[src/utf8sd_pkg.sv]
// Constants shared by the UTF-8 stream decoder and its checker.
package utf8sd_pkg;

   localparam int MAX_TEXT_BYTES = 4096;

   localparam int BYTE_W   = 8;
   localparam int CP_W     = 21;
   localparam int OFFSET_W = 12;
   localparam int RSP_DATA_W = 40;

   // Highest offset the position counter reaches before it saturates.
   localparam int OFFSET_LIMIT_INT = (MAX_TEXT_BYTES - 1 > 4095) ? 4095 : MAX_TEXT_BYTES - 1;
   localparam logic [OFFSET_W-1:0] OFFSET_LIMIT = OFFSET_W'(OFFSET_LIMIT_INT);

   localparam logic [CP_W-1:0] CP_MAX       = 21'h10FFFF;
   localparam logic [CP_W-1:0] SURROGATE_LO = 21'h00D800;
   localparam logic [CP_W-1:0] SURROGATE_HI = 21'h00DFFF;

   // Result status codes, carried on the result tuser.
   localparam logic STATUS_VALID = 1'b0;
   localparam logic STATUS_ERROR = 1'b1;

endpackage

[src/utf8_stream_decoder_top.sv]
// Top level of the lax UTF-8 stream decoder.

// The decoder takes one byte of text per request and returns decoded code points,
// each with the byte offset of its lead byte. A byte below 0x80 is a code point by
// itself; a lead byte of 0xF0 or more expects three continuation bytes, 0xE0 or more
// expects two and any other byte expects one. Overlong forms are accepted. A bad
// continuation byte, a text that ends inside a sequence, a value above 0x10FFFF or a
// surrogate gives one error response (status 1, code point 0) at the sequence's start
// offset, after which the rest of that text produces nothing. The request carrying
// tlast ends the text and the next byte starts again at offset 0. Offsets saturate
// at the smaller of MAX_TEXT_BYTES-1 and 4095. A request is taken in every cycle as
// long as the response side keeps up: each byte is held in the input register and
// is decoded in one pass from there into the response register, which drives the
// response port. The only stall comes from the response register, when it holds
// a response that the consumer has not taken.
module utf8_stream_decoder_top
   import utf8sd_pkg::*;
(
   input  logic                  clock,
   input  logic                  reset,
   // Request channel
   input  logic                  req_tvalid,
   output logic                  req_tready,
   input  logic [BYTE_W-1:0]     req_tdata,   // [7:0] text_byte
   input  logic                  req_tlast,   // text_last
   // Response channel
   output logic                  rsp_tvalid,
   input  logic                  rsp_tready,
   output logic [RSP_DATA_W-1:0] rsp_tdata,   // [20:0] code_point, [32:21] start_offset,
                                              // [39:33] zero
   output logic                  rsp_tuser,   // status
   output logic                  rsp_tlast    // text_end
);

   // Input register: holds one accepted request until it is decoded.
   logic              in_valid_ff, in_valid_in;
   logic [BYTE_W-1:0] in_byte_ff;
   logic              in_last_ff;

   // Decoder state.
   logic [1:0]          pending_ff, pending_in;
   logic [CP_W-1:0]     acc_ff, acc_in;
   logic [OFFSET_W-1:0] pos_ff, pos_in;
   logic [OFFSET_W-1:0] start_ff, start_in;
   logic                skip_ff, skip_in;

   // Response register.
   logic                rsp_valid_ff, rsp_valid_in;
   logic [CP_W-1:0]     rsp_cp_ff, rsp_cp_in;
   logic [OFFSET_W-1:0] rsp_off_ff, rsp_off_in;
   logic                rsp_status_ff, rsp_status_in;
   logic                rsp_end_ff, rsp_end_in;

   logic            advance;   // the held request is decoded this cycle
   logic            emit;
   logic [CP_W-1:0] acc_next;
   logic            range_bad;

   // The held byte moves on once the response register is free or being emptied.
   assign advance    = in_valid_ff && (!rsp_valid_ff || rsp_tready);
   assign req_tready = !in_valid_ff || advance;

   always_comb begin
      in_valid_in = req_tvalid ? 1'b1 : (in_valid_ff && !advance);
   end

   // Continuation byte contributes its low six bits.
   assign acc_next  = {acc_ff[CP_W-7:0], in_byte_ff[5:0]};
   assign range_bad = (acc_next > CP_MAX) ||
                      ((acc_next >= SURROGATE_LO) && (acc_next <= SURROGATE_HI));

   // One decoding step for the held byte.
   always_comb begin
      pending_in    = pending_ff;
      acc_in        = acc_ff;
      start_in      = start_ff;
      skip_in       = skip_ff;
      pos_in        = (pos_ff < OFFSET_LIMIT) ? pos_ff + 1'b1 : pos_ff;
      emit          = 1'b0;
      rsp_cp_in     = '0;
      rsp_off_in    = start_ff;
      rsp_status_in = STATUS_ERROR;
      rsp_end_in    = in_last_ff;

      if (skip_ff) begin
         // Rest of the text is ignored after an error.
      end else if (pending_ff == 2'd0) begin
         if (!in_byte_ff[7]) begin
            emit          = 1'b1;
            rsp_cp_in     = {{(CP_W-BYTE_W){1'b0}}, in_byte_ff};
            rsp_off_in    = pos_ff;
            rsp_status_in = STATUS_VALID;
         end else begin
            start_in = pos_ff;
            if (in_last_ff) begin
               emit       = 1'b1;
               rsp_off_in = pos_ff;
            end else if (in_byte_ff >= 8'hF0) begin
               pending_in = 2'd3;
               acc_in     = {{(CP_W-3){1'b0}}, in_byte_ff[2:0]};
            end else if (in_byte_ff >= 8'hE0) begin
               pending_in = 2'd2;
               acc_in     = {{(CP_W-4){1'b0}}, in_byte_ff[3:0]};
            end else begin
               pending_in = 2'd1;
               acc_in     = {{(CP_W-5){1'b0}}, in_byte_ff[4:0]};
            end
         end
      end else if (in_byte_ff[7:6] != 2'b10) begin
         // Not a continuation byte: one error, then skip to the end of the text.
         emit       = 1'b1;
         pending_in = 2'd0;
         acc_in     = '0;
         skip_in    = 1'b1;
      end else begin
         pending_in = pending_ff - 1'b1;
         acc_in     = acc_next;
         if (pending_ff == 2'd1) begin
            emit   = 1'b1;
            acc_in = '0;
            if (range_bad) begin
               skip_in = 1'b1;
            end else begin
               rsp_cp_in     = acc_next;
               rsp_status_in = STATUS_VALID;
            end
         end else if (in_last_ff) begin
            emit = 1'b1;
         end
      end

      // The final byte of a text clears everything for the next one.
      if (in_last_ff) begin
         pending_in = 2'd0;
         acc_in     = '0;
         pos_in     = '0;
         start_in   = '0;
         skip_in    = 1'b0;
      end
   end

   always_comb begin
      if (advance) begin
         rsp_valid_in = emit;
      end else if (rsp_tready) begin
         rsp_valid_in = 1'b0;
      end else begin
         rsp_valid_in = rsp_valid_ff;
      end
   end

   always_ff @(posedge clock) begin
      if (reset) begin
         in_valid_ff  <= 1'b0;
         rsp_valid_ff <= 1'b0;
         pending_ff   <= 2'd0;
         acc_ff       <= '0;
         pos_ff       <= '0;
         start_ff     <= '0;
         skip_ff      <= 1'b0;
      end else begin
         in_valid_ff  <= in_valid_in;
         rsp_valid_ff <= rsp_valid_in;
         if (advance) begin
            pending_ff <= pending_in;
            acc_ff     <= acc_in;
            pos_ff     <= pos_in;
            start_ff   <= start_in;
            skip_ff    <= skip_in;
         end
      end
   end

   // Payload registers need no reset.
   always_ff @(posedge clock) begin
      if (req_tvalid && req_tready) begin
         in_byte_ff <= req_tdata;
         in_last_ff <= req_tlast;
      end
      if (advance && emit) begin
         rsp_cp_ff     <= rsp_cp_in;
         rsp_off_ff    <= rsp_off_in;
         rsp_status_ff <= rsp_status_in;
         rsp_end_ff    <= rsp_end_in;
      end
   end

   assign rsp_tvalid = rsp_valid_ff;
   assign rsp_tdata  = {{(RSP_DATA_W-CP_W-OFFSET_W){1'b0}}, rsp_off_ff, rsp_cp_ff};
   assign rsp_tuser  = rsp_status_ff;
   assign rsp_tlast  = rsp_end_ff;

endmodule

[config.mk]
export PLATFORM = sky130hd
export DESIGN_NAME = utf8_stream_decoder_top
export DESIGN_NICKNAME = d
export VERILOG_FILES = /design/src/utf8sd_pkg.sv /design/src/utf8_stream_decoder_top.sv
export SDC_FILE = /design/constraint.sdc
export NUM_CORES = 1
export LEC_CHECK = 0
export BUFFER_PORTS_ARGS = -buffer_cell sky130_fd_sc_hd__buf_2
export CORE_MARGIN = 2
export CORE_UTILIZATION = 30
export DETAILED_ROUTE_END_ITERATION = 6
export SLEW_MARGIN = 0
export SYNTH_ARGS = -nofsm -noshare
export SYNTH_HDL_FRONTEND = slang
export SYNTH_SLANG_ARGS = --single-unit
[constraint.sdc]
create_clock -name clock -period 3.95 [get_ports clock]
set_input_delay 0.1975 -clock clock [delete_from_list [all_inputs] [get_ports clock]]
set_output_delay 0.1975 -clock clock [all_outputs]
set_load 0.01 [all_outputs]
==> results of run 1 <==
## final timing paths
kind | endpoint | slack [ps]
max | rsp_cp_ff[8]$_SDFFCE_PP0P_ | 1340
max reg2reg | rsp_cp_ff[8]$_SDFFCE_PP0P_ | 1340
min reg2reg | acc_ff[9]$_SDFFE_PP0P_ | 470
min | in_byte_ff[5]$_DFFE_PP_ | 30
## power by group
group          total (uW)  switching (uW)  leakage [uW]  internal [uW]
Combinational         110            73.2      0.000715           36.3
Sequential            997            14.4      0.000779            983
Clock                 888             327      0.000156            561
## area by class of cell
| type | count | area [um2] |
|---|---|---|
| Multi-Input combinational cell | 218 | 1400 |
| Inverter | 13 | 48.8 |
| Clock inverter | 2 | 33.8 |
| Fill cell | 1177 | 7700 |
| Tap cell | 168 | 210 |
| Clock buffer | 14 | 285 |
| Timing Repair Buffer | 54 | 283 |
| Sequential cell | 88 | 2200 |
## metal layers
layer | up-vias | track usage (%) | wire (um)
li1 | 1344 | - | -
met4 | 0 | 6.19 | 169
met5 | - | 0 | 0
met3 | 12 | 3.63 | 439
met2 | 81 | 18.6 | 3510
met1 | 1274 | 16.7 | 3790
## synth_stat cells, types with 2 or more instances
master / number
dfxtp_1: 44
edfxtp_1: 44
and2_1: 26
nand2_1: 22
o21ai_0: 20
a21oi_1: 17
nor2_1: 17
nand4_1: 15
inv_1: 13
a22oi_1: 12
mux2_2: 12
clkbuf_1: 10
buf_4: 8
buf_2: 7
or4_1: 7
nand2b_1: 5
nand3_1: 5
and4_1: 4
nor3_1: 4
a32o_1: 3
ha_1: 3
o31ai_1: 3
o32ai_1: 3
or3_1: 3
and3_1: 2
nor2b_1: 2
nor4_1: 2
## cell families after synthesis
logic type | count (synthesis)
buffers and inverters | 41
adders and majority gates | 3
muxes | 13
DFF | 88
AOI/OAI and AO/OA | 74
and+or+nand+nor | 121
other | 1
## registers in the layout, indices dropped and copies added, names as in the netlist
name         cells
start_ff        12
in_last_ff       1
acc_ff          15
pos_ff          12
rsp_tuser        1
rsp_tlast        1
skip_ff          1
rsp_tvalid       1
pending_ff       2
rsp_off_ff      12
in_valid_ff      1
in_byte_ff       8
rsp_cp_ff       21
## metrics by stage
step / std cells / hold slack (ps) / total power (uW)
after floorplan: 347 / 296 / 1090
after global placement: 541 / 377 / 1130
after detailed placement: 541 / 376 / 1130
after CTS: 557 / 17.6 / 2020
after global routing: 557 / 17.5 / 2070
final: 557 / 27.3 / 2000
==> results.yml, run 1 <==
routing:
  detailedRoute.firstPassIterationCount: 4
  detail_route.vias_per_cell: 4.87
  routed_wl_um: 7910
  final_antenna_net_count: 0
  first_iteration_detailed_routing_drc_count: 206
  avgRoutedWirePerCell_um: 14.2
  detailroute.via_count: 2711
  residual_drc_count: 0
critical_path:
  worstSetupPathDepth: 6
  crit_path_end_kind: "register"
  critical-path-max-stage-delay_ps: 780
  critical-path-top-delay-family: "simple AND/OR/NAND/NOR gates"
  cpMaxStageDelayCell: "nor3_2"
  critPathLaunchType: "register"
  rr_worst_depth: 6
  rr_startpoint: "pending_ff[0]$_SDFFE_PP0P_"
  timing.critical_path.buf_inv: 2
  worst-path-max-fanout: 13
  cp_cell_sequence: "inv_1 > ha_1 > nor2b_1 > nor3_1 > nor3_2 > buf_4"
  timing_worst_setup_path_type: "reg2reg"
  timing.critical_path.from: "pending_ff[0]$_SDFFE_PP0P_"
  worst_ep_arrival_time_ps: 2640
  worst-endpoint-required_ps: 3980
sta:
  achievable-frequency_mhz: 383
  timing.final.setup_violations: 0
  tns_setup_ps: 0
  layout_min_cycle_time_ps: 2610
  layout_worst_path_cycle_share_pct: 66.1
  timing_max_transition_violations_final: 0
  rsz0062_at_grt: "no"
  finalClockSkew_ps: 9.66
  timing.final.hold_violations: 0
  postLayoutSetupSlackWorst_ps: 1340
  tightestPinTransition_ps: 1020
  slew_headroom_pct: 31.7
yosys:
  synth_top_flop_cell: "edfxtp_1"
  synth_largest_area_cell: "edfxtp_1"
  netlist-cell-type-count: 55
  synth_area_leaders: "edfxtp_1 35%, dfxtp_1 23%, and2_1 4.3%"
  synth_largest_type_area_fraction_pct: 35.0
  warnings_from_yosys: 0
  synth.yosys.seq_area_share_pct: 58.3
  yosys.area_share.xor_xnor_pct: 0
  yosys_register_bits: 88
  synth_edf_count: 44
  synthSimpleGateAreaFrac_pct: 18.2
  synth_compound_gate_area_share_pct: 13.2
  syn_area_um2: 3780
  synth_top_family_by_area: "simple AND/OR/NAND/NOR gates"
  postSynthAreaPerCell_um2: 11.1
  post_synth_fa_ha_maj_area_fraction_pct: 0.993
  syn-instance-count: 341
  mux_cell_area_share_after_synthesis_pct: 3.84
  asyncSetResetFlopFracSynth_pct: 0
final_layout:
  nets: 400
  areaGrowthSynthToFinish_pct: 18.2
  final_layout_size_suffix_gt1_share_pct: 21.9
  final_common_cell: "buf_2"
  layout.cells.most_common_list: "49 x buf_2, 44 x dfxtp_1, 44 x edfxtp_1"
  final_cell_utilization_of_the_core_pct: 36.7
  insertedDiodeCount: 0
  finalInstanceArea_um2: 4470
cts:
  cts_tree: "done"
  cts.root.buffer_cell: "clkbuf_16"
  post-cts-setup-buffer-count: 0
  cts_hold_repair.buffers: 0
  cts-resized-gates: 0
  numClockSinks: 88
  clock_latency_ps: 340
  clock_tree_buffer_depth: 2
  cts_made_buffers: 9
  clkSlewWorstSetupHoldPaths_ps: 60
  htree_num_levels: 3
placement:
  post-place-ws_ps: 1350
  detailed_place_hpwl_um: 5500
  io_buffers: 49
  place_congestion: 0.865
  detailed_place.area_um2: 4150
min_path:
  timing.hold.worst_path_depth: 1
  hp-start: "req_tdata[5]"
  holdCritPathClass: "in2reg"
pwr:
  p_leak_uw: 0.00165
  worst_case_vdd_ir_drop_uv: 166
  power_density_nw_per_um2: 447
global_routing:
  first_pass_grt_wire_length_um: 13100
  grt_antenna_before_repair: 0
  pin_count_of_the_biggest_net_entering_global_routing: 23
  grtUsageTotal_pct: 12.5
  grt_overflow: 0
  grt_pass1_vias: 2605
run_status:
  outcome: "finished clean"
floorplanning:
  boundaryPins: 57
  placeableCoreArea_um2: 12200
  vertical_die_dimension_um: 116
  floorplan.die_area_um2: 13500
  placementRows: 40
  floorplan.die.width_um: 116
  starting_density_of_the_core_pct: 31.1
job:
  drv.max_cap_violation_count: 0
(Power assumes the default switching activity.)
==> run 2: changes to the inputs <==
clock period = 2.3 ns   (was 3.95 ns; I/O delays follow)
==> run 2 against run 1 <==
Net effect:
- maximum frequency grew 28%
- flip-flop and latch count unchanged
- die area is the same
- utilization up 1.2 points
- non-clock buffer count rose by 19
- global-route usage up 0.19 points
- clock-buffer cell count down 5
- via count increased by 3.8%
- design area up 3.3%
==> results.yml, run 2 (synthesis results as in run 1) <==
run_status:
  outcome: "finished clean"
critical_path:
  timing.critical_path.buf_inv: 2
  timing.critical_path.from: "pending_ff[0]$_SDFFE_PP0P_"
  worst-path-max-fanout: 13
  critical-path-top-delay-family: "simple AND/OR/NAND/NOR gates"
  critPathLaunchType: "register"
  path_common_cell: "inv_1"
  worst-r2r-setup-slack_ps: 270
  critPathCapture: "rsp_tuser$_SDFFCE_PP1P_"
  rr_worst_depth: 5
  crit_path_end_kind: "register"
  worst-endpoint-required_ps: 2380
  critical-path-max-stage-delay_ps: 660
  cpMaxStageDelayCell: "or4_1"
  rr_startpoint: "pending_ff[0]$_SDFFE_PP0P_"
  timing_worst_setup_path_type: "reg2reg"
  worstSetupPathDepth: 5
  timing.rr.end: "rsp_tuser$_SDFFCE_PP1P_"
  worst_ep_arrival_time_ps: 2120
  cp_cell_sequence: "inv_1 > ha_1 > or4_1 > o22ai_2 > inv_1"
routing:
  routed_wl_um: 8140
  first_iteration_detailed_routing_drc_count: 194
  detail_route.vias_per_cell: 4.89
  detailroute.via_count: 2815
  final_antenna_net_count: 0
  detailedRoute.firstPassIterationCount: 4
  residual_drc_count: 0
  avgRoutedWirePerCell_um: 14.1
pwr:
  power.sequential.fraction_pct: 51.2
  power_density_nw_per_um2: 724
  p_leak_uw: 0.00172
  netSwitchingPower_uw: 738
  worst_case_vdd_ir_drop_uv: 332
  power_switching_share_pct: 22.1
  clock_share_of_power_pct: 42.2
  intPower_uw: 2600
  share_comb_of_total_power_pct: 6.6
floorplanning:
  vertical_die_dimension_um: 116
  boundaryPins: 57
  placeableCoreArea_um2: 12200
  floorplan.die.width_um: 116
  floorplan.die_area_um2: 13500
  placementRows: 40
  starting_density_of_the_core_pct: 31.1
cts:
  cts_tree: "done"
  cts.root.buffer_cell: "clkbuf_16"
  clkSlewWorstSetupHoldPaths_ps: 60
  cts_made_buffers: 9
  htree_num_levels: 3
  numClockSinks: 88
  clock_latency_ps: 340
  clock_tree_buffer_depth: 2
global_routing:
  grt_antenna_before_repair: 0
  grt_pass1_vias: 2688
  first_pass_grt_wire_length_um: 13200
  grt_overflow: 0
  pin_count_of_the_biggest_net_entering_global_routing: 22
  grtUsageTotal_pct: 12.7
final_layout:
  finalInstanceArea_um2: 4610
  layout.cells.most_common_list: "49 x buf_2, 44 x dfxtp_1, 44 x edfxtp_1"
  layout.filler_cells: 1238
  final_common_cell: "buf_2"
  insertedDiodeCount: 0
  reg_top3: "rsp_cp_ff (21), acc_ff (15)"
  areaGrowthSynthToFinish_pct: 22.1
  final_cell_count_no_fill: 576
  nets: 419
  regMostFlops: "rsp_cp_ff"
  final_layout_size_suffix_gt1_share_pct: 23.3
  largest_register_ff_count: 21
sta:
  fin_hold_ws_ps: 137
  timing.final.hold_violations: 0
  tightestPinTransition_ps: 519
  finalClockSkew_ps: 6.73
  layout_worst_path_cycle_share_pct: 88.4
  layout_min_cycle_time_ps: 2030
  slew_headroom_pct: 65.4
  achievable-frequency_mhz: 492
  rsz0062_at_grt: "no"
  timing_max_transition_violations_final: 0
  timing.final.setup_violations: 0
  tns_setup_ps: 0
placement:
  dp_cells: 548
  detailed_place_hpwl_um: 5470
  io_buffers: 49
  place_congestion: 0.855
  detailed_place.area_um2: 4210
job:
  drv.max_cap_violation_count: 0
min_path:
  holdCritPathClass: "in2reg"
[run 2: layout make-up]
class                           count  area, um2  share of cell area, %
Clock buffer                        9        225                   4.88
Inverter                           13       48.8                   1.06
Sequential cell                    88       2200                   47.7
Multi-Input combinational cell    218       1410                   30.7
Tap cell                          168        210                   4.56
Timing Repair Buffer               73        450                   9.77
Clock inverter                      7       61.3                   1.33
[run 2: what timing repair did]
action	4_1_cts	5_1_grt
gates resized for setup	0	1
hold buffers	10	0
buffers inserted	0	2
setup endpoints to repair	0	14
hold endpoints to repair	10	0
[run 2: worst min-delay path by stage]
stage	start	to	slack (ps)	cells after the start
after floorplan	req_tdata[0]	in_byte_ff[0]$_DFFE_PP_	210	0
after global placement	req_tdata[6]	in_byte_ff[6]$_DFFE_PP_	290	1
after detailed placement	req_tdata[5]	in_byte_ff[5]$_DFFE_PP_	290	1
after CTS	rsp_tready	in_valid_ff$_SDFF_PP0_	130	4
after global routing	rsp_tready	in_valid_ff$_SDFF_PP0_	170	4
final	rsp_tready	in_valid_ff$_SDFF_PP0_	140	4
[run 2: power groups by stage]
stage | Sequential [uW] | Clock [uW] | Combinational, uW
3_3_place_gp | 1750 | 0 | 200
2_1_floorplan | 1750 | 0 | 127
5_1_grt | 1720 | 1510 | 242
6_report | 1710 | 1410 | 219
3_5_place_dp | 1750 | 0 | 204
4_1_cts | 1710 | 1460 | 217
[run 2: per-layer routing]
layer / wire (um) / up-vias / track usage [%]
li1: - / 1378 / -
met1: 3900 / 1349 / 17.2
met2: 3660 / 80 / 18.8
met3: 443 / 8 / 3.63
met4: 131 / 0 / 6.03
met5: 0 / - / 0
[run 2: worst min-delay path: cells and delay by family]
kind	cells	cell delay, ps
AND/OR/NAND/NOR	2	90
buffers and inverters	1	80
AO/OA/AOI/OAI	1	140
[run 2: metrics by stage]
step,util [%],worst slack (ps),power [uW]
2_1_floorplan,-,20.4,1880
3_3_place_gp,34.6,162,1950
3_5_place_dp,34.6,22.8,1950
4_1_cts,37.8,13.1,3390
5_1_grt,37.9,109,3470
6_report,37.9,268,3340
==> run 3: changes to the inputs <==
==> constraint.sdc (replaced) <==
create_clock -name clock -period 2.3 [get_ports clock]
set_input_delay 0.23 -clock clock [delete_from_list [all_inputs] [get_ports clock]]
set_output_delay 0.23 -clock clock [all_outputs]
set_load 0.1 [all_outputs]
==> run 3 against run 2 <==
Net effect:
- final cell count is 2.3% lower
- clock power is 8% lower
- critical path type unchanged
- critical path depth stayed put
- maximum frequency is 4.4% lower
- clock skew is 6.8 ps higher
- via count is 1.8% lower
==> results.yml, run 3 (synthesis results as in run 1) <==
cts:
  cts_tree: "done"
  cts_made_buffers: 9
  clkSlewWorstSetupHoldPaths_ps: 70
  clock_tree_buffer_depth: 2
  clock_latency_ps: 340
  htree_num_levels: 3
  cts.root.buffer_cell: "clkbuf_16"
  cts-resized-gates: 0
  numClockSinks: 88
critical_path:
  rr_worst_depth: 5
  rr_startpoint: "pending_ff[0]$_SDFFE_PP0P_"
  worst-r2r-setup-slack_ps: 170
  worst-path-max-fanout: 15
  timing_worst_setup_path_type: "reg2reg"
  worst_ep_arrival_time_ps: 2320
  worst-endpoint-required_ps: 2490
  timing.critical_path.from: "pending_ff[0]$_SDFFE_PP0P_"
  crit_path_end_kind: "register"
  critPathLaunchType: "register"
  critPathCapture: "rsp_cp_ff[6]$_SDFFCE_PP0P_"
  timing.rr.end: "rsp_cp_ff[6]$_SDFFCE_PP0P_"
sta:
  achievable-frequency_mhz: 470
  layout_min_cycle_time_ps: 2130
  tightestPinTransition_ps: 515
  tns_setup_ps: 0
  slew_headroom_pct: 65.2
  layout_worst_path_cycle_share_pct: 92.5
  rsz0062_at_grt: "no"
  timing_max_transition_violations_final: 0
  timing.final.setup_violations: 0
  timing.final.hold_violations: 0
  finalClockSkew_ps: 13.6
floorplanning:
  starting_density_of_the_core_pct: 31.1
  vertical_die_dimension_um: 116
  floorplan.die_area_um2: 13500
  placeableCoreArea_um2: 12200
  placementRows: 40
  boundaryPins: 57
  floorplan.die.width_um: 116
final_layout:
  final_common_cell: "buf_2"
  layout.area.seq_um2: 2210
  nets: 407
  layout.filler_cells: 1225
  finalInstanceArea_um2: 4490
  insertedDiodeCount: 0
  final_layout_size_suffix_gt1_share_pct: 24.6
  areaGrowthSynthToFinish_pct: 18.9
  reg_top3: "rsp_cp_ff (21), acc_ff (15)"
  multi_input_area_um2: 1420
  regMostFlops: "rsp_cp_ff"
  layout.cells.most_common_list: "49 x buf_2, 44 x edfxtp_1, 43 x dfxtp_1"
  final_cell_utilization_of_the_core_pct: 37.0
  largest_register_ff_count: 21
global_routing:
  grt_overflow: 0
  first_pass_grt_wire_length_um: 13000
  pin_count_of_the_biggest_net_entering_global_routing: 30
  grtUsageTotal_pct: 12.4
  grt_pass1_vias: 2637
  grt_antenna_before_repair: 0
run_status:
  outcome: "finished clean"
routing:
  detailedRoute.firstPassIterationCount: 4
  residual_drc_count: 0
  total_met2_wirelength_after_detailed_routing_um: 3430
  first_iteration_detailed_routing_drc_count: 174
  routed_wl_met3_um: 407
  detail_route.vias_per_cell: 4.91
  routed_wl_um: 7830
  highest-signal-layer: "met4"
  avgRoutedWirePerCell_um: 13.9
  detailroute.via_count: 2763
  wl_met1_um: 3880
  final_antenna_net_count: 0
placement:
  io_buffers: 49
  detailed_place_hpwl_um: 5390
  detailed_place.area_um2: 4220
  place_congestion: 0.857
pwr:
  worst_case_vdd_ir_drop_uv: 285
  p_leak_uw: 0.00166
  power_density_nw_per_um2: 762
job:
  drv.max_cap_violation_count: 0
min_path:
  holdCritPathClass: "in2reg"
## run 3: cell types whose count changed in the layout (fill, tap and decap cells not counted), sizes merged
cell / before / now
clkinv: 4 / 3
bufinv: 1 / 0
inv: 14 / 13
dlygate4sd3: 10 / 0
clkbuf: 9 / 11
buf: 63 / 61
## run 3: timing repair
item                                    in CTS  in global routing
hold buffers                                 0                  0
setup buffers                                0                  1
endpoints found under the setup margin       0                 12
## run 3: area by class of cell
class | count | area share (%)
Sequential cell | 88 | 49.1
Multi-Input combinational cell | 218 | 31.5
Timing Repair Buffer | 61 | 7.74
Clock buffer | 11 | 5.40
Tap cell | 168 | 4.68
Inverter | 13 | 1.09
Clock inverter | 4 | 0.501
## run 3: worst max-delay path, stage by stage (launching register included)
cell,delay (ps)
dfxtp_1,360
inv_1,70
ha_1,330
or4_1,630
nor2_2,400
a32o_1,210
## run 3: routing by layer
| layer | vias up | GRT usage [%] |
|---|---|---|
| met5 | - | 0 |
| met4 | 0 | 5.08 |
| met3 | 5 | 3.68 |
| met2 | 84 | 18.1 |
| met1 | 1314 | 17.2 |
| li1 | 1360 | - |
## run 3: power by group
group          switching, uW  internal, uW  leakage, uW
combinational            338          75.3     0.000752
clock                    550           749     0.000131
sequential              25.0          1690     0.000780
total                    913          2510      0.00166
## run 3: stage by stage
stage / std cells / total power, uW / setup WS [ps] / hold slack [ps]
6_report: 563 / 3420 / 173 / 61.4
5_1_grt: 563 / 3570 / 12.0 / 40.7
4_1_cts: 562 / 3470 / 68.8 / 45.5
3_5_place_dp: 547 / 2160 / 91.1 / 408
3_3_place_gp: 547 / 2160 / 171 / 409
2_1_floorplan: 347 / 2090 / 4.14 / 329
## run 3: worst min-delay path by stage
stage | from | end | slack (ps) | depth (start not counted)
2_1_floorplan | req_tdata[0] | in_byte_ff[0]$_DFFE_PP_ | 330 | 0
3_3_place_gp | req_tdata[5] | in_byte_ff[5]$_DFFE_PP_ | 410 | 1
3_5_place_dp | req_tlast | in_last_ff$_DFFE_PP_ | 410 | 1
4_1_cts | req_tdata[7] | in_byte_ff[7]$_DFFE_PP_ | 50 | 1
5_1_grt | req_tdata[4] | in_byte_ff[4]$_DFFE_PP_ | 40 | 1
6_report | req_tdata[7] | in_byte_ff[7]$_DFFE_PP_ | 60 | 1
